===== config.mk =====
export PLATFORM = sky130hd
export DESIGN_NAME = midi_message_router_top
export DESIGN_NICKNAME = d
export VERILOG_FILES = /design/src/sv/mmr_pkg.sv /design/src/sv/mmr_cfg_regs.sv /design/src/sv/mmr_route.sv /design/src/sv/midi_message_router_top.sv
export SDC_FILE = /design/constraint.sdc
export NUM_CORES = 1
export LEC_CHECK = 0
export BUFFER_PORTS_ARGS = -buffer_cell sky130_fd_sc_hd__buf_2
export CORE_MARGIN = 4
export CORE_UTILIZATION = 35
export CTS_BUF_LIST = sky130_fd_sc_hd__clkbuf_4 sky130_fd_sc_hd__clkbuf_8
export CTS_CLUSTER_DIAMETER = 60
export DETAILED_ROUTE_END_ITERATION = 10
export GPL_ROUTABILITY_DRIVEN = 0
export PLACE_DENSITY = 0.6
export SLEW_MARGIN = 20
export SYNTH_ARGS = -nofsm -noshare
export SYNTH_HDL_FRONTEND = slang
export SYNTH_SLANG_ARGS = --single-unit

===== constraint.sdc =====
create_clock -name clk -period 3.15 [get_ports clk]
set_clock_uncertainty 0.2 [all_clocks]
set_input_delay 0.63 -clock clk [delete_from_list [all_inputs] [get_ports clk]]
set_output_delay 0.63 -clock clk [all_outputs]
set_load 0.005 [all_outputs]

===== src/sv/mmr_pkg.sv =====
package mmr_pkg;

  // Action codes on the result channel
  typedef enum logic [2:0] {
    ACT_NONE     = 3'd0,
    ACT_PLAY     = 3'd1,
    ACT_STOP     = 3'd2,
    ACT_TRIGGER  = 3'd3,
    ACT_PATCH    = 3'd4,
    ACT_BUS      = 3'd5,
    ACT_ENV_LOOP = 3'd6
  } action_t;

  // Configuration register indexes
  localparam logic [1:0] CFG_RX_CHANNEL = 2'd0;
  localparam logic [1:0] CFG_SLOT_NOTES = 2'd1;
  localparam logic [1:0] CFG_POT_CCS    = 2'd2;

  localparam int CFG_DATA_W   = 56;
  localparam int SLOT_TABLE_W = 56;
  localparam int POT_TABLE_W  = 49;
  localparam int MAX_SLOTS    = 8;
  localparam int MAX_POTS     = 7;

  // Message type nibbles and system status bytes
  localparam logic [3:0] TYPE_SYSTEM  = 4'hF;
  localparam logic [3:0] TYPE_NOTE_ON = 4'h9;
  localparam logic [3:0] TYPE_CC      = 4'hB;
  localparam logic [7:0] ST_START     = 8'hFA;
  localparam logic [7:0] ST_CONTINUE  = 8'hFB;
  localparam logic [7:0] ST_STOP      = 8'hFC;

  // Player states
  localparam logic [1:0] PS_STOPPED = 2'd0;
  localparam logic [1:0] PS_ARMED   = 2'd1;

  // Fixed controller numbers
  localparam logic [6:0] CC_MOD_WHEEL = 7'd1;
  localparam logic [6:0] CC_CUTOFF    = 7'd74;
  localparam logic [6:0] CC_ENV_LOOP  = 7'd80;
  localparam logic [6:0] CC_REVERB    = 7'd91;
  localparam logic [6:0] CC_CHORUS    = 7'd93;
  localparam logic [6:0] CC_HALF      = 7'd64;

  // Parameter codes
  localparam logic [3:0] PRM_FILTER  = 4'd5;
  localparam logic [3:0] PRM_BEATDIV = 4'd7;
  localparam logic [3:0] PRM_REVERB  = 4'd8;
  localparam logic [3:0] PRM_CHORUS  = 4'd9;

  // Registered input request
  typedef struct packed {
    logic [7:0]  status;
    logic [6:0]  d1;
    logic [6:0]  d2;
    logic [1:0]  pstate;
    logic [31:0] tick;
  } req_t;

  // Routing decision
  typedef struct packed {
    action_t    action;
    logic [2:0] slot;
    logic [3:0] param;
    logic [6:0] value;
  } route_t;

  // Configuration state
  typedef struct packed {
    logic [4:0]              rx_chan;
    logic [SLOT_TABLE_W-1:0] slot_notes;
    logic [POT_TABLE_W-1:0]  pot_ccs;
  } cfg_t;

endpackage


===== src/sv/mmr_cfg_regs.sv =====
module mmr_cfg_regs (
  input  logic                          clk,
  input  logic                          rst_n,
  input  logic                          wr_en,
  input  logic [1:0]                    wr_index,
  input  logic [mmr_pkg::CFG_DATA_W-1:0] wr_data,
  output mmr_pkg::cfg_t                 cfg
);

  mmr_pkg::cfg_t cfg_r, cfg_nxt;

  // Register write decode; unknown indexes are dropped
  always_comb begin
    cfg_nxt = cfg_r;
    if (wr_en) begin
      case (wr_index)
        mmr_pkg::CFG_RX_CHANNEL: cfg_nxt.rx_chan = wr_data[4:0];
        mmr_pkg::CFG_SLOT_NOTES:
          cfg_nxt.slot_notes = wr_data[mmr_pkg::SLOT_TABLE_W-1:0];
        mmr_pkg::CFG_POT_CCS:
          cfg_nxt.pot_ccs = wr_data[mmr_pkg::POT_TABLE_W-1:0];
        default: cfg_nxt = cfg_r;
      endcase
    end
  end

  always_ff @(posedge clk) begin
    if (!rst_n) begin
      cfg_r <= '0;
    end else begin
      cfg_r <= cfg_nxt;
    end
  end

  assign cfg = cfg_r;

endmodule


===== src/sv/mmr_route.sv =====
module mmr_route #(
  parameter int SLOT_COUNT = 8,
  parameter int POT_COUNT  = 7
) (
  input  mmr_pkg::req_t   req,
  input  mmr_pkg::cfg_t   cfg,
  output mmr_pkg::route_t res
);

  logic       slot_hit;
  logic [2:0] slot_sel;
  logic       pot_hit;
  logic [2:0] pot_sel;
  logic       chan_ok;
  logic [4:0] msg_chan;

  // Lowest matching slot
  always_comb begin
    slot_hit = 1'b0;
    slot_sel = '0;
    for (int i = SLOT_COUNT - 1; i >= 0; i--) begin
      if (cfg.slot_notes[7*i +: 7] == req.d1) begin
        slot_hit = 1'b1;
        slot_sel = 3'(i);
      end
    end
  end

  // Lowest matching pot; a zero entry is unused
  always_comb begin
    pot_hit = 1'b0;
    pot_sel = '0;
    for (int i = POT_COUNT - 1; i >= 0; i--) begin
      if (cfg.pot_ccs[7*i +: 7] != 7'd0 && cfg.pot_ccs[7*i +: 7] == req.d1) begin
        pot_hit = 1'b1;
        pot_sel = 3'(i);
      end
    end
  end

  // Channel filter, zero register means omni
  assign msg_chan = {1'b0, req.status[3:0]} + 5'd1;
  assign chan_ok  = (cfg.rx_chan == 5'd0) || (cfg.rx_chan == msg_chan);

  // Action decision
  always_comb begin
    res = '{action: mmr_pkg::ACT_NONE, slot: '0, param: '0, value: '0};
    if (req.status[7:4] == mmr_pkg::TYPE_SYSTEM) begin
      case (req.status)
        mmr_pkg::ST_START:
          if (req.pstate == mmr_pkg::PS_STOPPED || req.pstate == mmr_pkg::PS_ARMED)
            res.action = mmr_pkg::ACT_PLAY;
        mmr_pkg::ST_CONTINUE:
          if (req.pstate == mmr_pkg::PS_STOPPED) res.action = mmr_pkg::ACT_PLAY;
        mmr_pkg::ST_STOP: res.action = mmr_pkg::ACT_STOP;
        default: res.action = mmr_pkg::ACT_NONE;
      endcase
    end else if (chan_ok) begin
      case (req.status[7:4])
        mmr_pkg::TYPE_NOTE_ON: begin
          if (req.d2 != 7'd0 && slot_hit) begin
            res.action = mmr_pkg::ACT_TRIGGER;
            res.slot   = slot_sel;
            res.value  = req.d2;
          end
        end
        mmr_pkg::TYPE_CC: begin
          if (pot_hit) begin
            res.action = mmr_pkg::ACT_PATCH;
            res.param  = {1'b0, pot_sel};
            res.value  = req.d2;
          end else begin
            case (req.d1)
              mmr_pkg::CC_CUTOFF: begin
                res.action = mmr_pkg::ACT_PATCH;
                res.param  = mmr_pkg::PRM_FILTER;
                res.value  = req.d2;
              end
              mmr_pkg::CC_MOD_WHEEL: begin
                res.action = mmr_pkg::ACT_PATCH;
                res.param  = mmr_pkg::PRM_BEATDIV;
                res.value  = req.d2;
              end
              mmr_pkg::CC_REVERB: begin
                res.action = mmr_pkg::ACT_BUS;
                res.param  = mmr_pkg::PRM_REVERB;
                res.value  = req.d2;
              end
              mmr_pkg::CC_CHORUS: begin
                res.action = mmr_pkg::ACT_BUS;
                res.param  = mmr_pkg::PRM_CHORUS;
                res.value  = req.d2;
              end
              mmr_pkg::CC_ENV_LOOP:
                if (req.d2 >= mmr_pkg::CC_HALF) res.action = mmr_pkg::ACT_ENV_LOOP;
              default: res.action = mmr_pkg::ACT_NONE;
            endcase
          end
        end
        default: res.action = mmr_pkg::ACT_NONE;
      endcase
    end
  end

endmodule


===== src/sv/midi_message_router_top.sv =====
// MIDI message router.
// Input channel: present a decoded message (status, two data bytes), the
// player state and a tick stamp with start high; the request is taken at any
// edge where start is high and busy is low. busy stays low, so a new
// request can be taken every clock.
// Result channel: exactly one result per request, shown for one cycle with
// out_valid high: action, slot index, parameter code, 7-bit value code and
// the tick stamp (zero when the action is none).
// The request passes one input register, the routing compare logic and one
// result register before it is shown.
// Throughput is one request per cycle; the slot and pot table compares run
// in parallel in a single stage.
// Configuration: cfg_valid/cfg_ready write channel, cfg_ready always high.
// Index 0 receive channel, 1 slot note table, 2 pot CC table; others ignored.
// Write only while no request is in flight.
// Reset (synchronous, rst_n low) clears the valid flags and the configuration.
// The receiver cannot stall; results are never held.
module midi_message_router_top #(
  parameter int SLOT_COUNT = 8,
  parameter int POT_COUNT  = 7
) (
  input  logic                           clk,
  input  logic                           rst_n,
  input  logic                           start,
  output logic                           busy,
  input  logic [7:0]                     in_status_byte,
  input  logic [6:0]                     in_first_data,
  input  logic [6:0]                     in_second_data,
  input  logic [1:0]                     in_player_state,
  input  logic [31:0]                    in_tick_stamp,
  output logic                           out_valid,
  output logic [2:0]                     out_action,
  output logic [2:0]                     out_slot_index,
  output logic [3:0]                     out_param_code,
  output logic [6:0]                     out_value_code,
  output logic [31:0]                    out_event_tick,
  input  logic                           cfg_valid,
  output logic                           cfg_ready,
  input  logic [1:0]                     cfg_index,
  input  logic [mmr_pkg::CFG_DATA_W-1:0] cfg_data
);

  mmr_pkg::cfg_t   cfg;
  mmr_pkg::req_t   req_r, req_nxt;
  logic            req_vld_r;
  mmr_pkg::route_t route;
  mmr_pkg::route_t res_r;
  logic [31:0]     tick_r, tick_nxt;
  logic            res_vld_r;
  logic            accept;

  assign busy      = 1'b0;
  assign cfg_ready = 1'b1;
  assign accept    = start && !busy;

  mmr_cfg_regs u_cfg (
    .clk      (clk),
    .rst_n    (rst_n),
    .wr_en    (cfg_valid && cfg_ready),
    .wr_index (cfg_index),
    .wr_data  (cfg_data),
    .cfg      (cfg)
  );

  // Input register
  assign req_nxt = '{status: in_status_byte, d1: in_first_data, d2: in_second_data,
                     pstate: in_player_state, tick: in_tick_stamp};

  always_ff @(posedge clk) begin
    if (!rst_n) begin
      req_vld_r <= 1'b0;
    end else begin
      req_vld_r <= accept;
    end
  end

  always_ff @(posedge clk) begin
    if (accept) begin
      req_r <= req_nxt;
    end
  end

  mmr_route #(
    .SLOT_COUNT (SLOT_COUNT),
    .POT_COUNT  (POT_COUNT)
  ) u_route (
    .req (req_r),
    .cfg (cfg),
    .res (route)
  );

  // Result register; tick only reported with a real action
  assign tick_nxt = (route.action == mmr_pkg::ACT_NONE) ? 32'd0 : req_r.tick;

  always_ff @(posedge clk) begin
    if (!rst_n) begin
      res_vld_r <= 1'b0;
    end else begin
      res_vld_r <= req_vld_r;
    end
  end

  always_ff @(posedge clk) begin
    if (req_vld_r) begin
      res_r  <= route;
      tick_r <= tick_nxt;
    end
  end

  assign out_valid      = res_vld_r;
  assign out_action     = res_r.action;
  assign out_slot_index = res_r.slot;
  assign out_param_code = res_r.param;
  assign out_value_code = res_r.value;
  assign out_event_tick = tick_r;

  // Every accepted request yields a result through the input and result registers
  a_latency: assert property (@(posedge clk) disable iff (!rst_n)
    accept |-> ##2 out_valid)
    else $error("result missing two cycles after request");

  // No result without an earlier accepted request
  a_no_spurious: assert property (@(posedge clk) disable iff (!rst_n)
    out_valid |-> $past(accept, 2))
    else $error("result without request");

  // Tick is zero for a no-op action
  a_tick_zero: assert property (@(posedge clk) disable iff (!rst_n)
    (out_valid && out_action == mmr_pkg::ACT_NONE) |-> out_event_tick == 32'd0)
    else $error("tick set on none action");

  // Slot index only carried by a trigger
  a_slot_zero: assert property (@(posedge clk) disable iff (!rst_n)
    (out_valid && out_action != mmr_pkg::ACT_TRIGGER) |-> out_slot_index == 3'd0)
    else $error("slot index set without trigger");

  // Parameter code only carried by param actions
  a_param_zero: assert property (@(posedge clk) disable iff (!rst_n)
    (out_valid && out_action != mmr_pkg::ACT_PATCH && out_action != mmr_pkg::ACT_BUS)
      |-> out_param_code == 4'd0)
    else $error("param code set without param action");

endmodule


# Word-level counts from Yosys, hierarchy flattened
# Cells that the tools add are included.
# word_totals
register_bits	217
latch_bits	0
ram_bits	0
mem_bits_ro	0
in_bits	118
out_inout_bits	52
elab_cells	133
memories	0
# op_classes
addsub	1
mul	0
n_div	0
order_cmp	1
n_eq_ne	30
shift	0
mux	46
bitwise	4
reduce_logical	33
# ops
cell	count
$eq A7 B7 Y1	15
$mux W3	19
$reduce_bool A7 Y1	8
$pmux W11 S4	1
$eq A7 B7 Y1 const B	4
$eq A8 B8 Y1 const B	3
$pmux W3 S3	2
$mux W1	17
$mux W17	1
$pmux W7 S2	1
$eq A4 B4 Y1 const B	3
$mux W11	1
$logic_and A1 B1 Y1	8
$reduce_or A8 Y1	1
$eq A7 B1 Y1 const B	1
$ge A7 B7 Y1 const B	1
$mux W7	1
$pmux W3 S2	1
$reduce_and A2 Y1	3
$reduce_or A2 Y1	3
$reduce_or A6 Y1	1
$add A4 B1 Y5 const B	1
$eq A5 B5 Y1	1
$logic_not A5 Y1	1
11 further kinds	17

# Logic depth before layout (Yosys ltp)
# Gate-level depths: netlist (run 1).
# logic_depth
word_depth	15
depth_mapped	10
mapped_depth_nobuf	8

# Cells and area by module
# A second synthesis (run 1) with hierarchy kept.
# unflattened
cells_unflattened	843
hier_area_um2	9784.4
# by_module_without_submodules
module	n_inst	cells_each	area_per_inst_um2	seq_area_each_um2
mmr_cfg_regs	1	420	4129.0	2202.1
midi_message_router_top	1	154	3574.7	3193.1
mmr_route	1	269	2080.7	0.0

# Worst setup path before layout (run 1)
# No wires, ideal clock.
# synth_path
path_kind	register -> register
start	register req_r[47] in the netlist's numbering
end	register tick_r[23] (netlist: out_event_tick[23]) (data pin)
setup_time_ns	0.267
arrival_ns	2.131
required_ns	2.683
path_slack_ns	0.552
path_stages_with_launch	10
path_buffers	3
period_less_slack_ns	2.598
path_cell_list	edfxtp_1 > buf_6 > buf_8 > a211o_1 > a2111o_1 > and2_4 > and3_4 > a311oi_4 > buf_6 > a21boi_1
# synth_via
elab_chain_cells	15
elab_cells_between_ends	52
classes_between	20 x eq/ne; 21 x mux; 11 x reduce/logical
# synth_rtl
item	line_no	source
from (decl)	midi_message_router_top.sv:44	mmr_pkg::req_t req_r, req_nxt;
from (signal assigned)	midi_message_router_top.sv:79	req_r <= req_nxt;
$eq A7 B7 Y1	mmr_route.sv:22	if (cfg.slot_notes[7*i +: 7] == req.d1) begin
$mux W1 (8 in series)	mmr_route.sv:22	
$logic_and A1 B1 Y1	mmr_route.sv:61	if (req.d2 != 7'd0 && slot_hit) begin
$mux W5	mmr_route.sv:61	
$pmux W3 S2 (*)	mmr_route.sv:59	case (req.status[7:4])
$mux W17 (*)	mmr_route.sv:58	end else if (chan_ok) begin
$mux W3 (*)	mmr_route.sv:48	if (req.status[7:4] == mmr_pkg::TYPE_SYSTEM) begin
$logic_not A3 Y1 (*)	midi_message_router_top.sv:93	assign tick_nxt = (route.action == mmr_pkg::ACT_NONE) ? 32'd0 : req_r.tick;
to (signal assigned)	midi_message_router_top.sv:106	tick_r <= tick_nxt;
to (decl)	midi_message_router_top.sv:48	logic [31:0] tick_r, tick_nxt;
# Every way passes the cells marked *; elsewhere a longest branch is shown, timed or not.
# A chain may end at the register's enable or synchronous reset.

# Worst setup path after layout (run 1)
# layout_path
start	register req_r[45] in the netlist's numbering
end	register tick_r[14] (netlist: out_event_tick[14]) (data pin)
# Same word-level chain as after synthesis.

==> flow_summary.json, run 1 <==
{
  "drc": 0,
  "post-route-period-util_pct": 96.4,
  "port_buffers": 167,
  "cpPeakStageDelay_ns": 0.64,
  "initial_utilization_pct": 35.7,
  "syn_nets": 1017,
  "p_per_area_nw_per_um2": 561,
  "min_path_type": "in2reg",
  "yosys.area_share.xor_xnor_pct": 9.48,
  "outcome": "complete, no violations",
  "async_reset_ff_share_pct": 0,
  "drv_slew": 0,
  "synth-compound-area-share_pct": 14.1,
  "hpwl_um": 16500,
  "clk-insertion-delay-late_ns": 0.53,
  "muxShareOfSynthArea_pct": 0.521,
  "clock-root-buffer": "clkbuf_8",
  "synth-simple-area-share_pct": 15.6,
  "worstPathRequired_ns": 3.20,
  "synth_edf_count": 105,
  "layout-drive-gt1-share_pct": 25.9,
  "ctsHoldBuffers": 0,
  "nFillCells": 2589,
  "end_kind": "flop",
  "seqCellArea_um2": 5400,
  "routedWlPerCell_um": 17.0,
  "fp.coreArea_um2": 27000,
  "setup_viol": 0,
  "dpl.cell_count": 1374,
  "io_pins": 170,
  "cp.arrival_ns": 3.09,
  "synth-adder-area-share_pct": 0.391,
  "post_cts_buffers": 0,
  "die_h_um": 174,
  "synth_area_um2": 9610,
  "grt_max_degree": 113,
  "fin_nets": 1195,
  "ys_warn_count": 0,
  "die_w_um": 174,
  "grtUsageTotal_pct": 15.4,
  "die-area_um2": 30200,
  "stdcell_count": 1444,
  "cts_sinks": 217,
  "clk_pin_slew_worst_paths_ns": 0.07,
  "yosysSeqAreaShare_pct": 56.1,
  "ys_seq_elements": 217,
  "ys_types": 55,
  "synth_top_family_by_area": "simple AND/OR/NAND/NOR gates",
  "rsz0062_at_grt": "true",
  "design_area_um2": 11700,
  "path_class": "reg2reg",
  "maxSlewHeadroom_pct": 38.6,
  "tritoncts": "built",
  "cts_inserted_buffers": 38,
  "cp_max_fo": 16,
  "multi_input_area_um2": 3900,
  "drt_iter0_drc": 476,
  "diodes": 0,
  "synth_cells": 896,
  "ant_nets": 0,
  "first_pass_iters": 4,
  "drv_cap": 0,
  "grt_pass1_wl_um": 37600,
  "h-tree-depth": 2,
  "period_minus_slack_ns": 3.04,
  "peakVddDrop_mv": 0.302,
  "area_growth_pct": 21.9,
  "worst_pin_slew_ns": 0.914,
  "worst_setup_path_start_kind": "flop",
  "antenna_found_initial": 0,
  "clockBufferDepth": 3,
  "globalRouteOverflowTotal": 0,
  "postPlaceCellArea_um2": 10800,
  "synth_ff_type": "dfxtp_1",
  "worstPathCellList": "buf_4, xnor2_1, nand4_1, a2111oi_2, nor3_2, nand3_1, o22ai_2, a21boi_1",
  "hold_violations": 0,
  "avgViaCountPerCell": 4.82,
  "totalWireLength_um": 24600,
  "cpMaxStageDelayCell": "o22ai_2",
  "power.leakage_nw": 4.44,
  "max_freq_mhz": 329,
  "grt_pass1_vias": 6889,
  "syn_avg_cell_area_um2": 10.7,
  "vias": 6964,
  "row_count": 60
}
## per-layer routing
| metal | track usage, % | wire length (um) |
|---|---|---|
| met1 | 20.8 | 11400 |
| met2 | 25.3 | 11400 |
| met3 | 2.97 | 1180 |
| met4 | 4.55 | 520 |
| met5 | 0 | 0 |
## synthesized netlist by cell type (3+ instances only)
cell type  count  area (um2)
nand2_1      224         841
dfxtp_1      112        2240
a21boi_0     108         811
edfxtp_1     105        3150
xnor2_1       62         543
xor2_1        42         368
clkbuf_1      34         128
a21boi_1      30         225
nand4_1       19         119
nor2_1        14        52.6
nor2b_1       14        87.6
nor4_1        14        87.6
nor3_1        10        50.1
buf_6          8        90.1
a21oi_1        7        35.0
buf_4          7        52.6
inv_1          7        26.3
a211o_1        6        52.6
buf_1          5        18.8
mux2i_1        5        50.1
a2111oi_2      4        60.1
buf_2          4        20.0
nand3_1        4        20.0
and2_1         3        18.8
and3b_1        3        26.3
ha_1           3        37.5
nand3b_1       3        22.5
nor4_2         3        37.5
o21a_1         3        22.5
## worst paths after layout
| check | from | to | slack, ns | cells past startpoint |
|---|---|---|---|---|
| max | req_r[45]$_DFFE_PP_ | out_event_tick[14]$_SDFFCE_PN0P_ | 0.11 | 8 |
| min | in_status_byte[5] | req_r[53]$_DFFE_PP_ | 0.07 | 1 |
| max reg2reg | req_r[45]$_DFFE_PP_ | out_event_tick[14]$_SDFFCE_PN0P_ | 0.11 | 8 |
| min reg2reg | u_cfg.cfg[94]$_SDFFE_PN0P_ | u_cfg.cfg[94]$_SDFFE_PN0P_ | 0.28 | 2 |
## cells in the final DEF (no fill, tap or decap), types with 3 or more instances in the layout
cell and count:
buf_4 24, nor4_2 4, inv_1 7, mux2i_1 5, a21boi_0 108, xor2_1 42
o21a_1 3, buf_2 167, a21oi_1 6, a21boi_1 30, a211o_1 6, xnor2_1 62
nand4_1 19, nand3_1 4, clkbuf_8 43, ha_1 3, nor4_1 13, buf_12 5
a2111oi_2 4, clkbuf_4 16, nor2_1 14, bufinv_16 3, nor2b_1 14, and2_1 3
edfxtp_1 105, nand3b_1 3, nor3_1 10, nand2_1 224, dfxtp_1 111
## state kept, by name (all words and copies together) (netlist names)
register / count
out_event_tick: 32
u_cfg.cfg: 110
out_value_code: 7
out_slot_index: 3
out_param_code: 4
out_action: 3
req_r: 56
out_valid: 1
req_vld_r: 1
## repair_timing
| action | CTS | global route |
|---|---|---|
| hold endpoints to repair | 0 | 0 |
| setup endpoints to repair | 0 | 8 |
| resized for setup | 0 | 2 |
## stage by stage
step / hold slack (ns) / total power, mW / TNS, ns / setup slack, ns / util (%)
floorplan: 0.255 / 3.56 / 0 / 0.552 / -
global placement: 0.263 / 3.79 / -1.88 / -0.127 / 40.2
detailed placement: 0.271 / 3.80 / 0 / 0.101 / 40.2
CTS: 0.0463 / 6.64 / 0 / 0.104 / 43.4
global route: 0.0519 / 6.84 / -0.00210 / -0.00134 / 43.5
finish: 0.0718 / 6.57 / 0 / 0.112 / 43.5
## report_power, final
group	switching [mW]	total [mW]	internal [mW]	leakage (nW)
sequential	0.0834	3.17	3.08	1.96
clock	1.15	2.84	1.69	0.441
combinational	0.301	0.564	0.263	2.04
total	1.53	6.57	5.04	4.44
## critical path, delay by kind of cell (launching register included)
kind / cells / cell delay, ns
flip-flops: 1 / 0.55
buffers and inverters: 1 / 0.24
XOR/XNOR: 1 / 0.12
AO/OA/AOI/OAI: 3 / 0.85
AND/OR/NAND/NOR: 3 / 0.78
## final cells by class
type                    instances  share of cell area [%]
flip-flops and latches        217                    46.1
multi-input cells             613                    33.3
repair buffers                196                    9.53
clock buffers                  59                    6.08
well taps                     341                    3.64
clock inverters                10                    1.12
inverters                       8                   0.256
## cells by family after synthesis
group / after synthesis
mux: 5
xor+xnor: 104
buf+inv: 67
simple gates: 327
compound gates: 171
other cells: 2
flops: 217
fa+ha+maj: 3
(Power assumes the default switching activity.)
==> inputs of run 2 (changes only) <==
==> constraint.sdc (replaced) <==
create_clock -name clk -period 2.81 [get_ports clk]
set_clock_uncertainty 0.2 [all_clocks]
set_input_delay 0.562 -clock clk [delete_from_list [all_inputs] [get_ports clk]]
set_output_delay 0.562 -clock clk [all_outputs]
set_load 0.005 [all_outputs]
==> run 2 against run 1 <==
First-iteration DRC count fell by 18%. Largest power group unchanged. Final area up 8.6%. Setup slack got worse by 0.13 ns. The flow now finishes with violations (negative setup slack). Sequential share of layout area down 3.7 points. Maximum frequency grew 7.3%. Sequential power up 12%. Worst hold slack lost 0.039 ns.
==> flow_summary.json, run 2 (same netlist as run 1, synthesis figures left out) <==
{
  "outcome": "finished, violations left",
  "failed_checks": "negative setup slack",
  "drv_cap": 0,
  "power.leakage_nw": 4.91,
  "cp_max_fo": 5,
  "nFillCells": 2525,
  "first_pass_iters": 4,
  "rr_startpoint": "req_r[41]$_DFFE_PP_",
  "die_h_um": 174,
  "rr_worst_depth": 9,
  "worst_pin_slew_ns": 0.689,
  "cp.arrival_ns": 2.99,
  "io_pins": 170,
  "post-route-period-util_pct": 101,
  "clockBufferDepth": 3,
  "vias": 7244,
  "clk-insertion-delay-late_ns": 0.54,
  "grtUsageTotal_pct": 16.2,
  "fin_nets": 1272,
  "worstHoldEndpoint": "req_r[30]$_DFFE_PP_",
  "r2r_slack_ns": -0.02,
  "globalRouteOverflowTotal": 0,
  "min_path_type": "in2reg",
  "holdPathStages": 1,
  "die_w_um": 174,
  "timing.hold.ws_ns": 0.0332,
  "avgViaCountPerCell": 4.76,
  "final_common_cell": "nand2_1",
  "crit_start": "req_r[41]$_DFFE_PP_",
  "drt_iter0_drc": 391,
  "end_kind": "flop",
  "maxSlewHeadroom_pct": 54.1,
  "period_minus_slack_ns": 2.83,
  "worstPathRequired_ns": 2.97,
  "drv_slew": 0,
  "setup_ws_ns": -0.0204,
  "die-area_um2": 30200,
  "clk_pin_slew_worst_paths_ns": 0.06,
  "max_freq_mhz": 353,
  "hpwl_um": 16500,
  "largest_reg_flops": 110,
  "tritoncts": "built",
  "port_buffers": 167,
  "antenna_found_initial": 0,
  "grt_pass1_vias": 7333,
  "final_cell_mix": "224 x nand2_1, 167 x buf_2, 111 x dfxtp_1, 107 x a21boi_0, 105 x edfxtp_1",
  "total_power_mw": 7.53,
  "worst_setup_path_start_kind": "flop",
  "ant_nets": 0,
  "area_growth_pct": 32.3,
  "totalWireLength_um": 25700,
  "cts_sinks": 217,
  "initial_utilization_pct": 35.7,
  "layout-drive-gt1-share_pct": 27.3,
  "diodes": 0,
  "h-tree-depth": 2,
  "rsz0062_at_grt": "true",
  "grt_max_degree": 113,
  "p_per_area_nw_per_um2": 592,
  "clock-root-buffer": "clkbuf_8",
  "setup_viol": 9,
  "grt_pass1_wl_um": 39600,
  "r2r-end": "out_slot_index[2]$_SDFFCE_PP0P_",
  "row_count": 60,
  "cts_inserted_buffers": 39,
  "worstHoldStart": "in_tick_stamp[30]",
  "routedWlPerCell_um": 16.9,
  "hold_violations": 0,
  "drc": 0,
  "path_class": "reg2reg",
  "fp.coreArea_um2": 27000,
  "peakVddDrop_mv": 0.276
}
[run 2: cell count changes in the layout (fill, tap and decap cells not counted), moves of 5 or more]
cell,before,now
buf_12,5,10
buf_6,0,11
buf_4,24,33
clkbuf_8,43,48
dlygate4sd3_1,0,49
[run 2: metal layers]
metal | vias to the layer above | GRT usage [%] | routed length, um
met3 | 36 | 3.14 | 1330
met2 | 198 | 26.6 | 12000
met4 | 0 | 3.93 | 354
met1 | 3412 | 22.1 | 12000
li1 | 3598 | - | -
met5 | - | 0 | 0
[run 2: cell type report]
cell class	count	area, um2	share of cell area, %
well taps	341	427	3.36
repair buffers	273	1970	15.5
inverters	8	30.0	0.236
multi-input cells	612	4020	31.6
clock inverters	12	119	0.935
flip-flops and latches	217	5400	42.4
clock buffers	60	751	5.90
[run 2: through the flow]
step	setup slack, ns	area [um2]	TNS [ns]	utilization (%)	std cells
after CTS	0.000995	12400	0	46.0	1509
after detailed placement	-0.0438	11000	-0.572	40.9	1389
final	-0.0204	12700	-0.0484	47.2	1523
after floorplan	0.212	9610	0	-	896
after global routing	-0.0901	12700	-2.95	47.2	1523
after global placement	0.00931	11000	0	40.9	1389
[run 2: worst max-delay path by stage]
stage                                                  end  slack (ns)  cells after the start
after detailed placement   out_event_tick[1]$_SDFFCE_PN0P_       -0.04                      8
after global routing       out_event_tick[8]$_SDFFCE_PN0P_       -0.09                     12
after CTS                 out_event_tick[27]$_SDFFCE_PN0P_       0.001                      9
final                      out_slot_index[2]$_SDFFCE_PP0P_       -0.02                      9
after global placement     out_value_code[1]$_SDFFCE_PP0P_       0.009                     10
after floorplan           out_event_tick[23]$_SDFFCE_PN0P_        0.21                      9
[run 2: repair_timing]
action,in CTS,in global routing
buffers inserted,0,11
pin swaps,0,8
hold buffers,48,1
gates cloned,0,4
gates resized for setup,3,30
endpoints found under the hold margin,48,1
endpoints found under the setup margin,36,43
[run 2: critical path: stages (launching register included)]
cell      delay (ns)
edfxtp_1        0.51
buf_6           0.18
xor2_1          0.14
nor4_1          0.33
nand4_1         0.22
nor4b_4         0.21
a311oi_4        0.36
buf_4           0.18
nand2_1         0.09
nor3b_1         0.25
[run 2: power breakdown]
group	internal (mW)	leakage [nW]	switching, mW	total (mW)
registers	3.46	1.96	0.0852	3.54
clock network	1.90	0.453	1.32	3.22
logic	0.380	2.49	0.384	0.764
